File: src/sv/rgbhsv_pkg.sv
// ----------------------------------------------------------------------------
// rgbhsv_pkg
// widths and hue constants shared with the checker, plus the sector type
// ----------------------------------------------------------------------------
`timescale 1ns / 1ps

package rgbhsv_pkg;

  localparam int CH_W        = 8;
  localparam int HUE_W       = 15;
  localparam int IN_TDATA_W  = 3 * CH_W;
  localparam int OUT_TDATA_W = 32;

  // quotient bits of the two dividers
  localparam int HQ_BITS = 12;
  localparam int SQ_BITS = 8;
  localparam int DIV_STAGES = HQ_BITS;

  // dividend widths: 3840*mag and 255*delta
  localparam int NUM_H_W = 20;
  localparam int NUM_S_W = 16;

  localparam logic [HUE_W-1:0] HUE_SIXTH = 15'd3840;
  localparam logic [HUE_W-1:0] HUE_GREEN = 15'd7680;
  localparam logic [HUE_W-1:0] HUE_BLUE  = 15'd15360;
  localparam logic [HUE_W-1:0] HUE_FULL  = 15'd23040;

  typedef enum logic [1:0] {
    SEC_RED,
    SEC_GREEN,
    SEC_BLUE
  } sector_t;

endpackage

File: src/sv/rgb_to_hsv_pixel.sv
// ----------------------------------------------------------------------------
// rgb_to_hsv_pixel
// pipelined 8-bit rgb to hsv converter; while not stalled, one pixel per clock
// ----------------------------------------------------------------------------
// Usage:
//   s_* carries one pixel per beat: s_tdata = {blue, green, red}, red in [7:0].
//   m_* carries one result per beat: m_tdata = {0, value, saturation, hue},
//   hue in [14:0] (1/64 degree), saturation in [22:15], value in [30:23].
//   A pixel passes the input, classify and dividend registers, 12 restoring
//   divider stages and the output register on its way to m_tvalid. The divider
//   stages, which make up most of the latency, give one hue quotient bit each
//   and the last ones the saturation bits. One pixel per clock unless stalled.
//   The whole pipeline moves on one enable: when m_tvalid is high and m_tready
//   low it holds, s_tready drops, and nothing is lost or repeated. Bubbles
//   travel as cleared valid bits.
//   Reset (rst, synchronous, active high) clears all valid bits together;
//   s_tready is high right after reset.
//   Grey pixels (all channels equal) give hue 0 and saturation 0.
//   Ties for the largest channel favor red, then green.
// ----------------------------------------------------------------------------
`timescale 1ns / 1ps

module rgb_to_hsv_pixel (
  input  logic                              clk,
  input  logic                              rst,
  input  logic                              s_tvalid,
  output logic                              s_tready,
  // red [7:0], green [15:8], blue [23:16]
  input  logic [rgbhsv_pkg::IN_TDATA_W-1:0]  s_tdata,
  output logic                              m_tvalid,
  input  logic                              m_tready,
  // hue [14:0], saturation [22:15], value [30:23], zero [31]
  output logic [rgbhsv_pkg::OUT_TDATA_W-1:0] m_tdata
);
  import rgbhsv_pkg::*;

  localparam int NS = DIV_STAGES;

  logic en;

  // input register
  logic            v0;
  logic [CH_W-1:0] r0, g0, b0;

  // classify stage
  logic [CH_W-1:0] max_rg, mx_c, min_rg, mn_c, dl_c, da, db, mag_c;
  sector_t         sec_c;
  logic            neg_c;

  logic            v1;
  logic [CH_W-1:0] mx1, dl1, mag1;
  sector_t         sec1;
  logic            neg1;

  // divider pipeline, index 0 holds the dividends
  logic [NS:0]          vp;
  logic [NUM_H_W-1:0]   remh [0:NS];
  logic [NUM_S_W-1:0]   rems [0:NS];
  logic [HQ_BITS-1:0]   qh   [0:NS];
  logic [SQ_BITS-1:0]   qs   [0:NS];
  logic [CH_W-1:0]      dv   [0:NS];
  logic [CH_W-1:0]      mxp  [0:NS];
  sector_t              secp [0:NS];
  logic                 negp [0:NS];

  // final stage
  logic [HUE_W-1:0]   cw, base, hue_c;
  logic [SQ_BITS-1:0] sat_c;

  assign en       = !m_tvalid || m_tready;
  // no beat is taken while reset holds the valid bits clear
  assign s_tready = en && !rst;

  always_ff @(posedge clk) begin
    if (rst) begin
      v0 <= 1'b0;
    end else if (en) begin
      v0 <= s_tvalid;
    end
    if (en) begin
      r0 <= s_tdata[CH_W-1:0];
      g0 <= s_tdata[2*CH_W-1:CH_W];
      b0 <= s_tdata[3*CH_W-1:2*CH_W];
    end
  end

  always_comb begin
    max_rg = (r0 > g0) ? r0 : g0;
    mx_c   = (max_rg > b0) ? max_rg : b0;
    min_rg = (r0 < g0) ? r0 : g0;
    mn_c   = (min_rg < b0) ? min_rg : b0;
    dl_c   = mx_c - mn_c;
    if (r0 >= mx_c) begin
      sec_c = SEC_RED;
    end else if (g0 >= mx_c) begin
      sec_c = SEC_GREEN;
    end else begin
      sec_c = SEC_BLUE;
    end
    case (sec_c)
      SEC_RED: begin
        da = g0;
        db = b0;
      end
      SEC_GREEN: begin
        da = b0;
        db = r0;
      end
      default: begin
        da = r0;
        db = g0;
      end
    endcase
    neg_c = da < db;
    mag_c = neg_c ? (db - da) : (da - db);
  end

  always_ff @(posedge clk) begin
    if (rst) begin
      v1 <= 1'b0;
    end else if (en) begin
      v1 <= v0;
    end
    if (en) begin
      mx1  <= mx_c;
      dl1  <= dl_c;
      mag1 <= mag_c;
      sec1 <= sec_c;
      neg1 <= neg_c;
    end
  end

  // dividends: 3840*mag = mag*4096 - mag*256, 255*delta = delta*256 - delta
  always_ff @(posedge clk) begin
    if (en) begin
      remh[0] <= {mag1, 12'b0} - {4'b0, mag1, 8'b0};
      rems[0] <= {dl1, 8'b0} - {8'b0, dl1};
      qh[0]   <= '0;
      qs[0]   <= '0;
      dv[0]   <= dl1;
      mxp[0]  <= mx1;
      secp[0] <= sec1;
      negp[0] <= neg1;
    end
  end

  always_ff @(posedge clk) begin
    if (rst) begin
      vp <= '0;
    end else if (en) begin
      vp <= {vp[NS-1:0], v1};
    end
  end

  // one restoring step per stage: hue quotient bit I, and saturation bit I
  // once I falls inside the saturation quotient
  for (genvar k = 0; k < NS; k++) begin : g_div
    localparam int I = HQ_BITS - 1 - k;

    logic [NUM_H_W-1:0] dh;
    logic [NUM_S_W-1:0] ds;
    logic               hge, sge;

    assign dh  = NUM_H_W'(dv[k]) << I;
    assign ds  = NUM_S_W'(mxp[k]) << I;
    assign hge = remh[k] >= dh;
    assign sge = (I < SQ_BITS) && (rems[k] >= ds);

    always_ff @(posedge clk) begin
      if (en) begin
        remh[k+1] <= hge ? (remh[k] - dh) : remh[k];
        rems[k+1] <= sge ? (rems[k] - ds) : rems[k];
        qh[k+1]   <= qh[k] | (HQ_BITS'(hge) << I);
        qs[k+1]   <= qs[k] | (SQ_BITS'(sge) << I);
        dv[k+1]   <= dv[k];
        mxp[k+1]  <= mxp[k];
        secp[k+1] <= secp[k];
        negp[k+1] <= negp[k];
      end
    end
  end

  // negative diff rounds toward minus infinity: subtract the ceiling
  always_comb begin
    cw = HUE_W'(qh[NS]) + HUE_W'(remh[NS] != '0);
    case (secp[NS])
      SEC_RED:   base = '0;
      SEC_GREEN: base = HUE_GREEN;
      SEC_BLUE:  base = HUE_BLUE;
      default:   base = '0;
    endcase
    if (!negp[NS]) begin
      hue_c = base + HUE_W'(qh[NS]);
    end else if (base == '0 && cw != '0) begin
      hue_c = HUE_FULL - cw;
    end else begin
      hue_c = base - cw;
    end
    sat_c = qs[NS];
    // grey pixel
    if (dv[NS] == '0) begin
      hue_c = '0;
      sat_c = '0;
    end
  end

  always_ff @(posedge clk) begin
    if (rst) begin
      m_tvalid <= 1'b0;
    end else if (en) begin
      m_tvalid <= vp[NS];
    end
    if (en) begin
      m_tdata <= {1'b0, mxp[NS], sat_c, hue_c};
    end
  end

endmodule

File: config.mk
export PLATFORM = sky130hd
export DESIGN_NAME = rgb_to_hsv_pixel
export DESIGN_NICKNAME = d
export VERILOG_FILES = /design/src/sv/rgbhsv_pkg.sv /design/src/sv/rgb_to_hsv_pixel.sv
export SDC_FILE = /design/constraint.sdc
export NUM_CORES = 2
export LEC_CHECK = 0
export ABC_AREA = 1
export BUFFER_PORTS_ARGS = -buffer_cell sky130_fd_sc_hd__clkbuf_2
export CORE_MARGIN = 5
export CORE_UTILIZATION = 50
export CTS_BUF_LIST = sky130_fd_sc_hd__clkbuf_4 sky130_fd_sc_hd__clkbuf_8
export DETAILED_ROUTE_END_ITERATION = 8
export GPL_ROUTABILITY_DRIVEN = 0
export PLACE_DENSITY = 0.66
export SETUP_SLACK_MARGIN = 0.5
export SLEW_MARGIN = 10
export SYNTH_ARGS = -nofsm -noshare
export SYNTH_HDL_FRONTEND = slang
export SYNTH_SLANG_ARGS = --single-unit
export TNS_END_PERCENT = 10
File: constraint.sdc
create_clock -name clk -period 33.2 [get_ports clk]
set_input_delay 1.66 -clock clk [delete_from_list [all_inputs] [get_ports clk]]
set_output_delay 1.66 -clock clk [all_outputs]
set_load 0.02 [all_outputs]
Word level (Yosys, flattened, before mapping)
Memory sizes are Yosys's and may differ from the RTL's. A register that Yosys moved wholly into a read port is not among the register bits.
Cells that the tools add are included.

cells by class
  $add $sub $neg = 29
  multipliers = 0
  div/mod/pow operators = 0
  order comparisons = 27
  equal/unequal tests = 3
  shift-type cells = 0
  multiplexer cells = 34
  bitwise logic cells = 20
  reduce and logical (&&, ||, !) cells = 10

operators with widths
  cell                number
  $mux 20             12
  $mux 16             8
  $mux 8              5
  $sub 20x16->20      2
  $pmux 8 s2          2
  $sub 16x8->16       2
  $mux 15             2
  $pmux 14 s2         1
  $lt 8x8->1          3
  $sub 8x8->8         3
  $ge 20x10->1        1
  $ge 20x11->1        1
  $ge 20x12->1        1
  $ge 20x13->1        1
  $ge 20x14->1        1
  $ge 20x15->1        1
  $ge 20x16->1        1
  $ge 20x17->1        1
  $ge 20x18->1        1
  $ge 20x19->1        1
  $ge 20x8->1         1
  $ge 20x9->1         1
  $reduce_bool 20->1  1
  $sub 20x10->20      1
  62 further kinds    69

storage, ports and cells
  bits in registers = 90
  latch bits = 0
  bits in writable memories = 975
  bits in read-only memories = 0
  input port bits = 28
  output and inout port bits = 34
  logic and storage cells = 144
  memories kept = 8

memories
  memory           words  bits a word  rd ports  clocked after memory_dff  wr ports  RTL line                text
  remh             13     20           13        0                         13        rgb_to_hsv_pixel.sv:57  logic [NUM_H_W-1:0] remh [0:NS];
  rems             13     16           12        0                         13        rgb_to_hsv_pixel.sv:58  logic [NUM_S_W-1:0] rems [0:NS];
  qh               13     12           13        0                         13        rgb_to_hsv_pixel.sv:59  logic [HQ_BITS-1:0] qh [0:NS];
  dv               13     8            13        0                         13        rgb_to_hsv_pixel.sv:61  logic [CH_W-1:0] dv [0:NS];
  mxp              13     8            13        1                         13        rgb_to_hsv_pixel.sv:62  logic [CH_W-1:0] mxp [0:NS];
  qs               13     8            13        1                         13        rgb_to_hsv_pixel.sv:60  logic [SQ_BITS-1:0] qs [0:NS];
  2 more memories  n/a    n/a          n/a       n/a                       n/a       n/a

Logic depth before layout (Yosys ltp)
  depth in word-level cells = 11
  mapped depth = 50
  depth with buffers taken out = 47

Worst setup path before layout
Ideal clock, no wire load.

  path kind = in2reg
  start = input m_tready
  end = register b0[0], enable pin
  library setup time = 1,496 ps
  data arrival time = 23,991 ps
  data required time = 31,704 ps
  path slack = 7,713 ps
  stages = 3
  path buffers = 1
  path through = nor2_1 inv_1 clkbuf_1

between the ends
  word-level cells in the longest chain between the ends = 1

ends and longest elaborated chain
  what                    RTL line                text
  start: declaration      rgb_to_hsv_pixel.sv:31  input logic m_tready,
  $logic_or 1x1->1        rgb_to_hsv_pixel.sv:70  assign en = !m_tvalid || m_tready;
  end signal: assignment  rgb_to_hsv_pixel.sv:83  b0 <= s_tdata[3*CH_W-1:2*CH_W];
  end: declaration        rgb_to_hsv_pixel.sv:43  logic [CH_W-1:0] r0, g0, b0;

No other way between the ends.
A chain may end at the register's enable or synchronous reset.

Final worst setup path
  start = register g0[5]
  end = register mag1[5] (data pin)

between the ends
  word-level cells in the longest chain between the ends = 11
  elaborated cells on any way between the ends = 16
  those cells by class = add/sub: 2; order compare: 5; eq/ne: 1; mux: 7; reduce/logical: 1

ends and longest elaborated chain
  what                                           RTL line                                          text
  start: declaration                             rgb_to_hsv_pixel.sv:43
  start signal: assignment                       rgb_to_hsv_pixel.sv:82                            g0 <= s_tdata[2*CH_W-1:CH_W];
  $gt 8x8->1                                     rgb_to_hsv_pixel.sv:88                            max_rg = (r0 > g0) ? r0 : g0;
  $mux 8 (*)                                     rgb_to_hsv_pixel.sv:88
  $gt 8x8->1                                     rgb_to_hsv_pixel.sv:89                            mx_c = (max_rg > b0) ? max_rg : b0;
  $mux 8 (*)                                     rgb_to_hsv_pixel.sv:89
  via mx_c[0]                                    rgb_to_hsv_pixel.sv:46                            logic [CH_W-1:0] max_rg, mx_c, min_rg, mn_c, dl_c, da, db, mag_c;
  $ge 8x8->1                                     rgb_to_hsv_pixel.sv:95                            end else if (g0 >= mx_c) begin
  $mux 2                                         rgb_to_hsv_pixel.sv:95
  $mux 2 (*)                                     rgb_to_hsv_pixel.sv:93                            if (r0 >= mx_c) begin
  $eq 2x1->1 or $logic_not 2->1 (tied branches)  rgb_to_hsv_pixel.sv:100                           case (sec_c)
  $pmux 8 s2                                     rgb_to_hsv_pixel.sv:100
  $sub 8x8->8 or $lt 8x8->1 (tied branches)      rgb_to_hsv_pixel.sv:115, rgb_to_hsv_pixel.sv:114
  $mux 8 (*)                                     rgb_to_hsv_pixel.sv:115                           mag_c = neg_c ? (db - da) : (da - db);
  via mag_c[5]                                   rgb_to_hsv_pixel.sv:46
  end signal: assignment                         rgb_to_hsv_pixel.sv:127                           mag1 <= mag_c;
  end: declaration                               rgb_to_hsv_pixel.sv:51                            logic [CH_W-1:0] mx1, dl1, mag1;

The timed path passes the listed nets; every way through them passes the cells marked *.

==> flow_summary.yaml <==
floorplanning:
  initial_core_util: 0.503
  io_pins: 62
  die_area_um2: 85100
  fp.dieW_um: 292
  die_h_um: 292
  row_count: 103
  core_um2: 78900
finish:
  fin_nets: 3909
  design_area_um2: 44000
  utilization: 0.558
  stdcell_count: 4776
  area_delta_synth_final_pct: 10.9
  layout-drive-gt1-share: 0.0953
  fill_cells: 6635
sta:
  rsz0062_at_grt: "no"
  min_period_over_period: 0.221
  max_slew_margin: 0.158
  fin_crit_ns: 7.34
  skew_ns: 0.0405
  final-setup-viol-count: 0
  tns_ns: 0
  fmax_mhz: 136
  worst_pin_slew_ns: 1.26
  maxSlewViolCount: 0
  hold_viol: 0
grt:
  grt_pass1_wl_um: 106000
  grt_pass1_vias: 23700
  grt-ovfl-total: 0
  grt_max_degree: 223
  antenna_found_initial: 1
  track_usage: 0.147
critical_path:
  crit_top_cell: "nand2_1"
  cp-start-kind: "flop"
  end_kind: "flop"
  critical_path_required_ns: 33.69
  cp_slowest_cell: "o21ai_0"
  arrival_ns: 7.83
  cp_slowest_stage_delay_ns: 0.53
  path_buf_inv: 4
  critPathTopFamily: "simple AND/OR/NAND/NOR gates"
  path_class: "flop to flop"
  crit_path_max_fanout: 19
synthesis:
  synth-seq-area-share: 0.625
  synth_ff_type: "edfxtp_1"
  yosysWarnings: 0
  synth_compound_area_frac: 0.0695
  muxShareOfSynthArea: 0.00104
  syn_inst: 3447
  synth_cell_type_count: 63
  synth_edf_count: 815
  synthesis.area_um2: 39700
  async_flop_share: 0
  syn_area_per_cell_um2: 11.5
  synth-seq-cells: 831
  syn-num-nets: 3734
  synth_simple_gate_area_frac: 0.118
  synthAdderAreaFrac: 0.0859
  synthXorXnorAreaFrac: 0.0486
  synth_top_family_by_area: "simple AND/OR/NAND/NOR gates"
placed_design:
  dp_cells: 4528
  place_area_um2: 41200
  io_buffers: 60
  dpl.hpwl_um: 42900
power:
  power_density_nw_per_um2: 109
  total_leakage_power_nw: 18.6
  ir_drop_mv: 0.0618
clock_tree:
  cts_resized: 0
  ctsHoldBuffers: 0
  h-tree-depth: 4
  numCtsBuffers: 142
  cts_tree: "done"
  cts_num_sinks: 831
  cts-root-buf: "clkbuf_8"
  clk_latency_ns: 0.78
  clkTransAtPathRegs_ns: 0.05
  post_cts.repair.setup_buffers: 0
  cts_buffer_depth: 3
routing:
  drt-initial-drc-count: 1184
  wl_met2_um: 31800
  met3_length_um: 2360
  wl_per_cell_um: 12.9
  detail_route.first_pass.iterations: 5
  viasPerCell: 4.92
  vias: 23500
  drtAntennaViolNets: 0
  wl_met1_um: 25200
  drt_wl_total_um: 61700
  top_layer: "met4"
  route.detailed.drc: 0
status:
  outcome: "finished, final reports clean"
worst_hold_path:
  worstHoldPathType: "flop to flop"
job:
  maxCapViolCount: 0
[synthesized netlist by cell type, drive strengths merged, types with 2 or more instances]
library cell  instances  area (µm²)
a2111oi               2        17.5
a211oi               17         128
a21boi                3        22.5
a21o                  5        37.5
a21oi               202        1010
a221oi                2        17.5
a31oi                10        62.6
and2                  2        12.5
buf                  12        77.6
clkbuf               26        97.6
dfxtp                16         320
edfxtp              815       24500
fa                   22         440
ha                  237        2970
inv                 504        1890
mux2i                 3        30.0
nand2               558        2130
nand3               123         696
nand3b                7        52.6
nand4                28         175
nor2                283        1100
nor3                 37         195
nor3b                 6        50.1
nor4                 27         169
o2111ai               3        26.3
o211ai                4        30.0
o21a                  9        67.6
o21ai               227        1150
o21bai                9        71.3
o221ai                2        17.5
o31ai                 3        22.5
o41ai                 3        26.3
or2                   7        43.8
or3                   3        23.8
or4                   2        15.0
xnor2                76         666
xor2                144        1260
[layout make-up]
cell class              instances  area (µm²)  share of cell area
flip-flops and latches        831       24800               0.564
multi-input cells            2073       12800               0.291
clock buffers                 196        2380              0.0542
inverters                     505        1910              0.0433
well taps                    1050        1310              0.0299
repair buffers                 69         393             0.00893
clock inverters                51         389             0.00885
diodes                          1        2.50           0.0000569
[through the flow]
step | worst slack, ns | total power, mW | hold WS (ns)
after global placement | 26.14 | 3.87 | 0.400
final | 25.86 | 4.78 | 0.398
after CTS | 25.95 | 4.84 | 0.391
after global routing | 25.16 | 5.22 | 0.398
after detailed placement | 26.01 | 3.92 | 0.405
after floorplan | 7.71 | 3.50 | 0.400
[sequential cells by signal, indices dropped and copies added (netlist names)]
name      cells
remh        192
rems        180
dv          104
mxp         104
qh           78
qs           36
m_tdata      31
secp         26
negp         13
vp           13
b0            8
dl1           8
g0            8
mag1          8
mx1           8
r0            8
sec1          2
m_tvalid      1
neg1          1
v0            1
v1            1
[cells in the final DEF (no fill, tap or decap), drive strengths merged, types with 4 or more instances in the layout]
cell type  synthesis  routed
ha               237     237
a21oi            202     202
clkinv             1      39
o21a               9       9
o21ai            227     227
inv              504     513
or2                7       7
nand2            558     558
nand4             28      28
clkbuf            26     256
dfxtp             16      16
fa                22      22
a31oi             10      10
nor2             283     283
o21bai             9       9
nor3b              6       6
xnor2             76      76
nor3              37      37
nor4              27      27
a211oi            17      17
a21o               5       5
edfxtp           815     815
xor2             144     144
nand3b             7       7
nand3            123     123
o211ai             4       4
buf               12       9
[per-layer routing]
layer / track usage / vias up
met5: 0 / -
met4: 0.0712 / 0
met3: 0.0335 / 154
met2: 0.266 / 383
met1: 0.165 / 10700
li1: - / 12300
[logic make-up (layout without fill, tap and decap cells)]
family | Yosys count | in the layout
AO/OA/AOI/OAI | 506 | 506
XOR/XNOR | 220 | 220
adder cells (fa/ha/maj) | 259 | 259
buffers and inverters | 543 | 821
flip-flops | 831 | 831
multiplexers | 4 | 4
other | 1 | 2
AND/OR/NAND/NOR | 1083 | 1083
[path summary, 6_finish.rpt]
path,end,from,cells after the start,slack (ns)
setup / recovery,mag1[5],g0[5],40,25.86
hold / removal,rems[2][3],rems[1][3],0,0.40
setup reg to reg,mag1[5],g0[5],40,25.86
hold reg to reg,rems[2][3],rems[1][3],0,0.40
[worst reg2reg max path, delay by kind of cell, from the launching register on]
| family | cells | cell delay, ns |
|---|---|---|
| buffers and inverters | 4 | 0.26 |
| adder cells (fa/ha/maj) | 5 | 1.63 |
| AO/OA/AOI/OAI | 8 | 1.54 |
| AND/OR/NAND/NOR | 21 | 2.71 |
| flip-flops | 1 | 0.43 |
| multiplexers | 1 | 0.33 |
| XOR/XNOR | 1 | 0.17 |
[report_power, final]
part           switching, mW  internal, mW  leakage, nW
combinational           1.08         0.772         8.55
clock                  0.397         0.491         1.48
sequential             0.231          1.81         8.58
(Power assumes the default switching activity.)
